`src/rtl/core/gte_pkg.sv`:
```
// shared types and constants of the graph traversal engine
// no dependencies
`default_nettype none
package gte_pkg;
  localparam int unsigned GteMaxVertices = 32;
  localparam int unsigned GteEdgeSlots   = 128;
  localparam logic [1:0] CMD_ADD   = 2'd0;
  localparam logic [1:0] CMD_BFS   = 2'd1;
  localparam logic [1:0] CMD_DFS   = 2'd2;
  localparam logic [1:0] CMD_CLEAR = 2'd3;
  localparam logic [1:0] KIND_VISIT = 2'd0;
  localparam logic [1:0] KIND_DONE  = 2'd1;
  localparam logic [1:0] KIND_FULL  = 2'd2;
  localparam logic [1:0] KIND_RANGE = 2'd3;
  typedef logic [1:0] kind_t;
endpackage
`default_nettype wire

```
`src/rtl/core/graph_traversal_engine_core.sv`:
```
// Graph traversal engine: an undirected graph in adjacency lists with breadth-first and
// depth-first walks. Every command answers with one done, pool-full or range beat
// carrying out_last; a walk first sends one beat per newly visited vertex, though a
// breadth-first walk sends none for its start vertex. An add edge writes both of its
// list entries (S_ADD1, S_ADD2) before its beat. A breadth-first walk pops each queued
// vertex and reads its list entries one at a time; a depth-first walk reads the top
// stack link, checks its target and pushes each new vertex. Each visit beat waits while
// out_ready is low. The edge pool has a single read port. A write of vertex_count clears
// the graph. No item is taken while a command runs; the next one may enter while the final beat waits.
// Depends on gte_pkg.
`default_nettype none
module graph_traversal_engine_core
  import gte_pkg::*;
#(
  parameter int unsigned MAX_VERTICES = GteMaxVertices,
  parameter int unsigned EDGE_SLOTS   = GteEdgeSlots
) (
  input  wire logic        clk,
  input  wire logic        rst_n,
  input  wire logic        in_valid,
  output logic             in_ready,
  input  wire logic [1:0]  in_command,
  input  wire logic [4:0]  in_first_vertex,
  input  wire logic [4:0]  in_second_vertex,
  output logic             out_valid,
  input  wire logic        out_ready,
  output logic [4:0]       out_vertex_out,
  output logic [1:0]       out_kind,
  output logic             out_last,
  input  wire logic        cfg_psel,
  input  wire logic        cfg_penable,
  input  wire logic        cfg_pwrite,
  input  wire logic [2:0]  cfg_paddr,
  input  wire logic [31:0] cfg_pwdata,
  output logic [31:0]      cfg_prdata,
  output logic             cfg_pready
);
  localparam int VW = $clog2(MAX_VERTICES);
  localparam int LW = $clog2(EDGE_SLOTS + 1);   // link: index+1, 0 = end
  localparam int EW = $clog2(EDGE_SLOTS);
  localparam int SW = $clog2(MAX_VERTICES + 1);
  localparam int OW = $clog2(MAX_VERTICES + 2);

  localparam logic [3:0] S_IDLE = 4'd0, S_ADD1 = 4'd1, S_ADD2 = 4'd2,
    S_FIN = 4'd3, S_BPOP = 4'd4, S_BRD = 4'd5, S_BCHK = 4'd6,
    S_DTOP = 4'd7, S_DRD = 4'd8, S_DCHK = 4'd9, S_OUT = 4'd10, S_DPUSH = 4'd11;

  logic [3:0] st_r;
  logic [5:0] vcount_r;
  logic [LW-1:0] head_r [MAX_VERTICES];
  logic [MAX_VERTICES-1:0] vis_r;
  logic [LW-1:0] used_r;
  logic [4:0] tgt_mem [EDGE_SLOTS];
  logic [LW-1:0] lnk_mem [EDGE_SLOTS];
  logic [LW-1:0] wrk_mem [MAX_VERTICES];
  logic [4:0] rd_tgt_r;
  logic [LW-1:0] rd_lnk_r, link_r;
  logic [SW-1:0] qh_r, qt_r;
  logic [OW-1:0] nout_r;
  logic [VW-1:0] a_r, b_r, cur_r;
  logic [4:0] ov_r;
  kind_t okind_r, fin_kind_r;
  logic olast_r, oval_r;
  logic [3:0] ret_r;
  logic [6:0] ecount;
  logic cfg_wr;

  assign ecount = (vcount_r > 6'(MAX_VERTICES)) ? 7'(MAX_VERTICES) : {1'b0, vcount_r};
  assign cfg_wr = cfg_psel & cfg_penable & cfg_pwrite;
  assign cfg_pready = 1'b1;
  assign cfg_prdata = (cfg_paddr[2] == 1'b0) ? {26'd0, vcount_r} : 32'd0;
  assign in_ready = (st_r == S_IDLE) && !cfg_wr;
  assign out_valid = oval_r;
  assign out_vertex_out = ov_r;
  assign out_kind = okind_r;
  assign out_last = olast_r;

  wire acc = in_valid & in_ready;
  wire [EW-1:0] lidx = EW'(link_r - LW'(1));
  wire link_ok = (link_r != '0) && ({1'b0, link_r} <= (LW+1)'(EDGE_SLOTS));
  wire tgt_ok = (32'(rd_tgt_r) < MAX_VERTICES);
  wire [VW-1:0] tv = VW'(rd_tgt_r);
  wire tgt_new = tgt_ok && !vis_r[tv];

  // edge pool, clocked reads and writes
  always_ff @(posedge clk) begin
    rd_tgt_r <= tgt_mem[lidx];
    rd_lnk_r <= lnk_mem[lidx];
    if (st_r == S_ADD1) begin
      tgt_mem[used_r[EW-1:0]] <= 5'(b_r);
      lnk_mem[used_r[EW-1:0]] <= head_r[a_r];
    end
    if (st_r == S_ADD2) begin
      tgt_mem[used_r[EW-1:0]] <= 5'(a_r);
      lnk_mem[used_r[EW-1:0]] <= head_r[b_r];
    end
  end

  logic [SW-1:0] wr_idx;
  logic [LW-1:0] wr_dat;
  logic wr_en;
  always_comb begin
    wr_en = 1'b0; wr_idx = qt_r; wr_dat = '0;
    if (st_r == S_IDLE) begin
      // first queue or stack entry of a walk
      wr_en = acc; wr_idx = '0;
      wr_dat = (in_command == CMD_BFS) ? LW'(in_first_vertex) :
               head_r[VW'(in_first_vertex)];
    end else if (st_r == S_BCHK && tgt_new && qt_r < SW'(MAX_VERTICES)) begin
      wr_en = 1'b1; wr_dat = LW'(tv);
    end else if (st_r == S_DCHK) begin
      wr_en = 1'b1; wr_idx = qt_r - SW'(1); wr_dat = rd_lnk_r;
    end else if (st_r == S_DPUSH) begin
      wr_en = 1'b1; wr_dat = head_r[tv];
    end
  end
  logic [LW-1:0] wrk_rd;
  assign wrk_rd = wrk_mem[VW'(st_r == S_BPOP ? qh_r : qt_r - SW'(1))];

  always_ff @(posedge clk) begin
    if (wr_en) wrk_mem[VW'(wr_idx)] <= wr_dat;
  end

  always_ff @(posedge clk) begin
    if (!rst_n) begin
      st_r <= S_IDLE; vcount_r <= 6'd32; used_r <= '0; vis_r <= '0;
      oval_r <= 1'b0; nout_r <= '0; qh_r <= '0; qt_r <= '0; ret_r <= S_IDLE;
      for (int i = 0; i < MAX_VERTICES; i++) head_r[i] <= '0;
    end else begin
      if (oval_r && out_ready) oval_r <= 1'b0;
      if (cfg_wr && cfg_paddr[2] == 1'b0) begin
        vcount_r <= cfg_pwdata[5:0];
        used_r <= '0; vis_r <= '0;
        for (int i = 0; i < MAX_VERTICES; i++) head_r[i] <= '0;
      end
      unique case (st_r)
        S_IDLE: if (acc) begin
          a_r <= VW'(in_first_vertex); b_r <= VW'(in_second_vertex);
          cur_r <= VW'(in_first_vertex); nout_r <= '0; qh_r <= '0; qt_r <= '0;
          fin_kind_r <= KIND_DONE; st_r <= S_FIN;
          unique case (in_command)
            CMD_ADD: begin
              if ({2'b0, in_first_vertex} >= ecount || {2'b0, in_second_vertex} >= ecount)
                fin_kind_r <= KIND_RANGE;
              else if (32'(used_r) + 2 > EDGE_SLOTS) fin_kind_r <= KIND_FULL;
              else st_r <= S_ADD1;
            end
            CMD_BFS, CMD_DFS: begin
              if ({2'b0, in_first_vertex} >= ecount) fin_kind_r <= KIND_RANGE;
              else begin
                vis_r[VW'(in_first_vertex)] <= 1'b1;
                if (in_command == CMD_BFS) begin
                  qt_r <= SW'(1); st_r <= S_BPOP;
                end else begin
                  qt_r <= SW'(1); nout_r <= OW'(1);
                  ret_r <= S_DTOP; st_r <= S_OUT;
                end
              end
            end
            default: begin
              used_r <= '0; vis_r <= '0;
              for (int i = 0; i < MAX_VERTICES; i++) head_r[i] <= '0;
            end
          endcase
        end
        S_ADD1: begin
          head_r[a_r] <= used_r + LW'(1); used_r <= used_r + LW'(1); st_r <= S_ADD2;
        end
        S_ADD2: begin
          head_r[b_r] <= used_r + LW'(1); used_r <= used_r + LW'(1); st_r <= S_FIN;
        end
        S_FIN: if (!oval_r) begin
          oval_r <= 1'b1; ov_r <= '0; okind_r <= fin_kind_r; olast_r <= 1'b1;
          st_r <= S_IDLE;
        end
        S_OUT: if (!oval_r) begin
          oval_r <= 1'b1; ov_r <= 5'(cur_r); okind_r <= KIND_VISIT; olast_r <= 1'b0;
          st_r <= ret_r;
        end
        // breadth-first: pop queue entry, then walk its list
        S_BPOP: begin
          if (qh_r == qt_r) begin
            fin_kind_r <= KIND_DONE; st_r <= S_FIN;
          end else begin
            link_r <= head_r[VW'(wrk_rd)]; qh_r <= qh_r + SW'(1); st_r <= S_BRD;
          end
        end
        S_BRD: st_r <= link_ok ? S_BCHK : S_BPOP;
        S_BCHK: begin
          link_r <= rd_lnk_r; st_r <= S_BRD;
          if (tgt_new) begin
            vis_r[tv] <= 1'b1;
            if (qt_r < SW'(MAX_VERTICES)) qt_r <= qt_r + SW'(1);
            if (nout_r < OW'(MAX_VERTICES)) begin
              nout_r <= nout_r + OW'(1); cur_r <= tv;
              ret_r <= S_BRD; st_r <= S_OUT;
            end
          end
        end
        // depth-first: stack of next links, top entry read each round
        S_DTOP: begin
          if (qt_r == '0) begin
            fin_kind_r <= KIND_DONE; st_r <= S_FIN;
          end else begin
            link_r <= wrk_rd; st_r <= S_DRD;
          end
        end
        S_DRD: begin
          if (!link_ok) begin
            qt_r <= qt_r - SW'(1); st_r <= S_DTOP;
          end else st_r <= S_DCHK;
        end
        // top entry advances to its next link here
        S_DCHK: begin
          st_r <= S_DTOP;
          if (tgt_new) begin
            vis_r[tv] <= 1'b1;
            if (qt_r < SW'(MAX_VERTICES)) st_r <= S_DPUSH;
            else if (nout_r < OW'(MAX_VERTICES)) begin
              nout_r <= nout_r + OW'(1); cur_r <= tv;
              ret_r <= S_DTOP; st_r <= S_OUT;
            end
          end
        end
        S_DPUSH: begin
          qt_r <= qt_r + SW'(1); st_r <= S_DTOP;
          if (nout_r < OW'(MAX_VERTICES)) begin
            nout_r <= nout_r + OW'(1); cur_r <= tv;
            ret_r <= S_DTOP; st_r <= S_OUT;
          end
        end
        default: st_r <= S_IDLE;
      endcase
    end
  end
endmodule
`default_nettype wire

```
`config.mk`:
```
export PLATFORM = sky130hd
export DESIGN_NAME = graph_traversal_engine_core
export DESIGN_NICKNAME = d
export VERILOG_FILES = /design/src/rtl/core/gte_pkg.sv /design/src/rtl/core/graph_traversal_engine_core.sv
export SDC_FILE = /design/constraint.sdc
export NUM_CORES = 2
export LEC_CHECK = 0
export BUFFER_PORTS_ARGS = -buffer_cell sky130_fd_sc_hd__buf_2
export CORE_AREA = 3 3 630 445
export CTS_CLUSTER_SIZE = 16
export DETAILED_ROUTE_END_ITERATION = 16
export DIE_AREA = 0 0 633 448
export GPL_TIMING_DRIVEN = 0
export PLACE_DENSITY_LB_ADDON = 0.15
export SLEW_MARGIN = 20
export SYNTH_ARGS = -nofsm -noshare
export SYNTH_HDL_FRONTEND = slang
export SYNTH_SLANG_ARGS = --single-unit
export TNS_END_PERCENT = 30
```
`constraint.sdc`:
```
create_clock -name clk -period 7.3 [get_ports clk]
set_input_delay 0.365 -clock clk [delete_from_list [all_inputs] [get_ports clk]]
set_output_delay 0.365 -clock clk [all_outputs]
set_load 0.005 [all_outputs]
```
---- Word-level counts from Yosys, hierarchy flattened ----
Memories as Yosys holds them, arrays and structs flattened. A register that Yosys moved wholly into a read port is not among the register bits.
Index checks and enable logic that the tools add are counted.
storage, ports and cells
  flip-flop bits (word level) ............. 106
  bits in read-only memories .............. 0
  memory bits (writable) .................. 2176
  output and inout port bits .............. 43
  bits of input ports ..................... 54
  memories kept ........................... 4
  latch bits .............................. 0
  logic and storage cells ................. 376
operators by class
  bitwise logic cells ..................... 72
  multiplexer cells ....................... 198
  equal/unequal tests ..................... 30
  reduce and logical (&&, ||, !) cells .... 37
  div/mod/pow operators ................... 0
  magnitude comparators ................... 11
  add/sub/neg operators ................... 7
  multipliers ............................. 0
  shifts and indexed selects .............. 0
memories
  name     words  bits a word  read ports  clocked after memory_dff  write ports  RTL line                           text
  lnk_mem  128    8            1           1                         1            graph_traversal_engine_core.sv:54  logic [LW-1:0] lnk_mem [EDGE_SLOTS];
  tgt_mem  128    5            1           1                         1            graph_traversal_engine_core.sv:53  logic [4:0] tgt_mem [EDGE_SLOTS];
  head_r   32     8            5           2                         33           graph_traversal_engine_core.sv:50  logic [LW-1:0] head_r [MAX_VERTICES];
  wrk_mem  32     8            1           0                         1            graph_traversal_engine_core.sv:55  logic [LW-1:0] wrk_mem [MAX_VERTICES];
operators with widths
  operator                                                                count
  8-bit 2-to-1 mux                                                        76
  32-bit 2-to-1 mux                                                       5
  32-bit one-hot mux with 2 select lines                                  2
  4-bit 2-to-1 mux                                                        21
  6-bit 2-to-1 mux                                                        13
  5-bit 2-to-1 mux                                                        15
  1-bit OR                                                                66
  32-bit OR                                                               2
  4-bit one-hot mux with 12 select lines                                  1
  6-bit one-hot mux with 4 select lines                                   2
  1-bit 2-to-1 mux                                                        37
  2-bit inequality test (second input constant)                           12
  8-bit one-hot mux with 3 select lines                                   1
  2-bit 2-to-1 mux                                                        11
  5-bit one-hot mux with 4 select lines                                   1
  6-bit by 1-bit adder with 6-bit output (second input constant)          3
  4-bit by 3-bit equality test with 1-bit output (second input constant)  4
  4-bit equality test (second input constant)                             4
  4-bit one-hot mux with 4 select lines                                   1
  8-bit one-hot mux with 2 select lines                                   1
  5-bit AND reduction                                                     3
  5-bit by 6-bit >= comparator with 1-bit output                          2
  5-bit by 6-bit < comparator with 1-bit output (second input constant)   2
  6-bit < comparator (second input constant)                              2
  other kinds (42)                                                        68

---- Depth between registers and ports, before layout ----
  word-level depth ........................ 10
  gate-level depth with buffers ........... 18
  mapped depth without buffers ............ 12

---- Worst setup path after synthesis ----
No wires, ideal clock.
  path type ............................... register to register
  start point ............................. reg (tool-made name)
  end point ............................... mem lnk_mem[0][5] (netlist name), data pin
  period minus slack after synthesis ...... 8019 ps
  setup time .............................. 1197 ps
  buffers on the path ..................... 2
  arrival ................................. 6823 ps
  path slack .............................. -719 ps
  stages on the path, launching flop included .. 7
  data required time ...................... 6103 ps
  path through ............................ dfxtp_1 -> clkbuf_1 -> buf_1 -> mux4_2 -> mux4_2 -> mux2i_1 -> o21ai_0
RTL lines
  what           RTL line
  end, declared  graph_traversal_engine_core.sv:54

---- Final worst setup path ----
  start point ............................. reg qt_r[1]
  end point ............................... reg link_r[6], data pin
on the way
  cells in the longest elaborated chain, start to end .. 6
  elaborated cells on any way between the ends .. 7
  those cells by class .................... add/sub: 1; mux: 4; memory: 2
ends and longest elaborated chain
  what                                           RTL line                            text
  start, declared                                graph_traversal_engine_core.sv:58   logic [SW-1:0] qh_r, qt_r;
  start signal, assigned                         graph_traversal_engine_core.sv:193  if (qt_r < SW'(MAX_VERTICES)) qt_r <= qt_r + SW'(1);
  6-bit by 1-bit subtractor with 6-bit output *  n/a
  5-bit 2-to-1 mux *                             graph_traversal_engine_core.sv:118  assign wrk_rd = wrk_mem[VW'(st_r == S_BPOP ? qh_r : qt_r - SW'(1))];
  memory 32 x 8 bit *                            n/a
  memory 32 x 8 bit                              n/a
  8-bit 2-to-1 mux                               graph_traversal_engine_core.sv:182  if (qh_r == qt_r) begin
  8-bit one-hot mux with 3 select lines *        graph_traversal_engine_core.sv:136  unique case (st_r)
  end signal, assigned                           graph_traversal_engine_core.sv:185  link_r <= head_r[VW'(wrk_rd)]; qh_r <= qh_r + SW'(1); st_r <= S_BRD;
  end signal, assigned                           graph_traversal_engine_core.sv:190  link_r <= rd_lnk_r; st_r <= S_BRD;
  end signal, assigned                           graph_traversal_engine_core.sv:205  link_r <= wrk_rd; st_r <= S_DRD;
  end, declared                                  graph_traversal_engine_core.sv:57   logic [LW-1:0] rd_lnk_r, link_r;
Mark *: on every way between the ends. The rest lies on a longest branch, timed or not. The select of a mux whose other input is x is not followed.
A chain may end at the register's enable or synchronous reset.

==> impl_metrics.yaml <==
layout:
  area_growth_pct: 15.51
  drive_gt1_frac: 0.2776
  fin_nets: 6211
  utilization: 0.4272
hold_path:
  hold_end: "vcount_r[3]"
  hold_path_startpoint: "cfg_paddr[2]"
  whs_path_depth: 4
  min_path_type: "input pin to flip-flop"
logic_synthesis:
  yosysUniqueCellTypes: 86
  ys_ff_latch: 2303
  ys_seq_area_frac: 0.6723
  syn_area_per_cell_sq_um: 17.84
  synthArstFlopShare: 0
  synth_flop_cell: "edfxtp_1"
  syn_inst: 5687
  yosysWarningCount: 0
  synth_edf_count: 2209
  synth_area_sq_mm: 0.1015
power_and_ir_drop:
  vdd_drop_max_v: 0.0005458
  internal_power_mw: 31.98
  p_sw_mw: 23.76
  p_leak_nw: 37.07
  p_total_mw: 55.74
  sequentialPowerShare: 0.314
  pwr-share-clk: 0.208
  power.density_mw_per_mm2: 475.5
  p_sw_frac: 0.4263
  combPwrFrac: 0.478
global_routing:
  grt_pass1_wl_um: 509300
  antenna_found_initial: 51
  grt_max_degree: 90
  track_usage: 0.2642
  grt_pass1_vias: 58050
  grt_overflow: 0
route:
  firstDrtPassIters: 8
  vias: 61080
  wl_met1_um: 178800
  wl_um: 378100
  drc_errors: 0
  wl_per_cell_um: 37.85
  routed_via_density: 6.113
  wl_met3_um: 43870
  final_antenna_net_count: 0
  top_layer: "met5"
  wl_met2_um: 146900
  drt-initial-drc-count: 8915
worst_setup_path:
  worstPathArrival_ns: 7.69
  worst-r2r-cell-count: 17
  critPathMaxStageDelay_ns: 0.67
  crit_top_cell: "clkbuf_1"
  crit_path_cell_trace: "clkbuf_1 > inv_1 > ha_1 > clkbuf_1 > inv_1 > o21ai_1 > buf_2 > buf_2 > buf_1 > clkbuf_1 > nand3_1 > a31oi_1 > a21oi_1 > a21oi_1 > o21ai_0 > a31oi_1 > nand4_1"
  required_ns: 7.73
  critPathKind: "flip-flop to flip-flop"
  critical_path.top_delay_family: "buffers and inverters"
  cp_max_fo: 10
  start_kind: "flip-flop"
  crit_slowest_cell: "a21oi_1"
  r2r_setup_slack_ns: 0.04
  r2r_end: "link_r[6]"
  worstReg2RegStart: "qt_r[1]"
  end_kind: "flip-flop"
  cp_num_buf_inv: 8
sta:
  slew_headroom: 0.1865
  drv_slew: 0
  tightest_slew_ns: 1.220
  finalCritPeriodShare: 0.9949
  final.setup_skew_ns: 0.05494
  clock.fmax_mhz: 137.7
  setup_violations: 0
  period_minus_slack_ns: 7.263
  rsz0062_at_grt: "no"
  fin_ws_ns: 0.03708
  whs_ns: 0.09769
  hold_viol: 0
cts:
  path_clk_slew_ns: 0.06
  clk_path_buf_depth: 4
  clkLatencyLatePin_ns: 0.89
  cts_resized: 0
  htree_levels: 4
  cts_buffers: 228
  cts_num_sinks: 2303
  cts_tree: "done"
  clockRootBuffer: "clkbuf_16"
die:
  chipHeight_um: 448
  dieWidth_um: 633
  rows: 161
  ioPinCount: 97
  start_util: 0.3698
  core_sq_mm: 0.2744
  die-area_sq_mm: 0.2836
place:
  dp_slack_ns: 0.4642
  portBuffers: 41
  dp.final_hpwl_um: 282700
  place.gp.congestion: 1.000
outcome:
  status: "finished clean"
run:
  cap_viol_max_count: 0
[layout by cell type (no fill, tap or decap), types with 28 or more instances in the layout]
| cell | count |
|---|---|
| edfxtp_1 | 2209 |
| mux4_2 | 851 |
| nand2_1 | 437 |
| nor2_1 | 380 |
| clkbuf_1 | 272 |
| clkbuf_16 | 231 |
| mux2i_1 | 147 |
| nor2_2 | 142 |
| nand3_1 | 123 |
| buf_2 | 95 |
| dfxtp_1 | 94 |
| o21ai_0 | 89 |
| a21oi_1 | 68 |
| buf_16 | 66 |
| mux2_2 | 63 |
| clkinv_1 | 54 |
| buf_1 | 51 |
| buf_4 | 47 |
| a32oi_1 | 47 |
| clkbuf_2 | 46 |
| clkinv_2 | 41 |
| a211oi_1 | 38 |
| inv_1 | 34 |
| buf_6 | 31 |
| o211ai_1 | 30 |
| nor2b_1 | 30 |
| and3_1 | 29 |
| ha_1 | 29 |
| a221oi_1 | 28 |
| a31oi_1 | 28 |
[power groups by stage]
| stage | Sequential, mW | Clock (mW) | Combinational (mW) |
|---|---|---|---|
| after floorplan | 17.9 | 0 | 12.9 |
| after global placement | 18.4 | 0 | 23.3 |
| after detailed placement | 17.7 | 0 | 25.8 |
| after CTS | 17.4 | 11.8 | 25.9 |
| after global routing | 17.5 | 12.3 | 27.1 |
| final | 17.5 | 11.6 | 26.6 |
[Yosys cell counts, types with 15 or more instances]
| cell type | instances | area, sq um |
|---|---|---|
| edfxtp_1 | 2209 | 66330 |
| mux4_2 | 851 | 19170 |
| nor2_1 | 524 | 1967 |
| nand2_1 | 438 | 1644 |
| clkbuf_1 | 269 | 1010 |
| mux2i_1 | 148 | 1481 |
| nand3_1 | 123 | 615.6 |
| o21ai_0 | 108 | 540.5 |
| dfxtp_1 | 94 | 1882 |
| buf_1 | 82 | 307.8 |
| a21oi_1 | 71 | 355.3 |
| mux2_2 | 64 | 720.7 |
| a32oi_1 | 48 | 420.4 |
| a211oi_1 | 39 | 292.8 |
| buf_4 | 39 | 292.8 |
| inv_1 | 34 | 127.6 |
| a31oi_1 | 31 | 193.9 |
| and3_1 | 30 | 187.7 |
| buf_2 | 30 | 150.1 |
| nor2b_1 | 30 | 187.7 |
| o211ai_1 | 30 | 225.2 |
| ha_1 | 29 | 362.9 |
| a221oi_1 | 28 | 245.2 |
| a222oi_1 | 25 | 250.2 |
| a311oi_1 | 24 | 210.2 |
| and2_1 | 21 | 131.4 |
| nand4_1 | 21 | 131.4 |
| xor2_1 | 21 | 183.9 |
| a22oi_1 | 17 | 127.6 |
| nor3_1 | 16 | 80.08 |
| o211a_1 | 15 | 150.1 |
[tightest hold or removal path: stages]
cell and delay (ns):
buf_2 0.16, nor2_1 0.19, nand2_1 0.12, a21oi_1 0.05
[worst max-delay path by stage]
stage,slack [ns],end,cells after the start,start
floorplan,-0.72,lnk_mem[0][0],6,flip-flop
global placement,-11.16,lnk_mem[48][2],6,flip-flop
detailed placement,0.46,link_r[6],15,qt_r[1]
CTS,0.43,link_r[6],15,qt_r[1]
global route,0.007,link_r[0],15,qt_r[1]
finish,0.04,link_r[6],17,qt_r[1]
[registers in the layout, indices dropped and copies added, names as in the netlist, named ones only]
signal,count
out_vertex_out,5
out_last,1
b_r,5
out_kind,2
head_r,256
cur_r,5
qh_r,6
tgt_mem,640
link_r,8
nout_r,6
st_r,4
ret_r,2
fin_kind_r,2
qt_r,6
wrk_mem,256
used_r,8
out_valid,1
a_r,5
lnk_mem,1024
vcount_r,6
rd_lnk_r,8
vis_r,32
rd_tgt_r,5
[through the flow]
step	area [sq um]	TNS (ns)	instances
floorplan	101600	-472.44	5712
global placement	106400	-	9420
detailed placement	109700	0	9541
CTS	117100	0	9971
global route	117200	0	9973
finish	117200	0	9991
[timing repair]
| item | CTS | global route |
|---|---|---|
| hold buffers | 23 | 0 |
| endpoints found under the hold margin | 24 | 0 |
| setup buffers | 0 | 0 |
| setup endpoints to repair | 0 | 0 |
[cell type report]
type / instances / area, sq um
clock buffers: 277 / 5993
multi-input cells: 2943 / 32070
inverters: 36 / 135.1
repair buffers: 186 / 3022
flip-flops and latches: 2303 / 68220
diodes: 19 / 47.55
plain buffers: 430 / 1978
fillers: 24060 / 157200
clock inverters: 130 / 1164
well taps: 3667 / 4588
[cells by family (layout without fill, tap and decap cells)]
logic type / Yosys count / in the layout / share of synthesized area
flops: 2303 / 2303 / 0.6723
mux: 1065 / 1065 / 0.2108
compound gates: 523 / 523 / 0.03693
buf+inv: 466 / 1059 / 0.01996
simple gates: 1265 / 1265 / 0.05343
other cells: 2 / 46 / 0.00007401
fa+ha+maj: 29 / 29 / 0.003576
xor+xnor: 34 / 34 / 0.002935
[layer usage]
layer / track usage / up-vias
met5: 0.002020 / -
met1: 0.4254 / 33080
met2: 0.3387 / 3364
met4: 0.05396 / 14
met3: 0.08855 / 442
li1: - / 24180
Power figures use the tool's default switching activity.
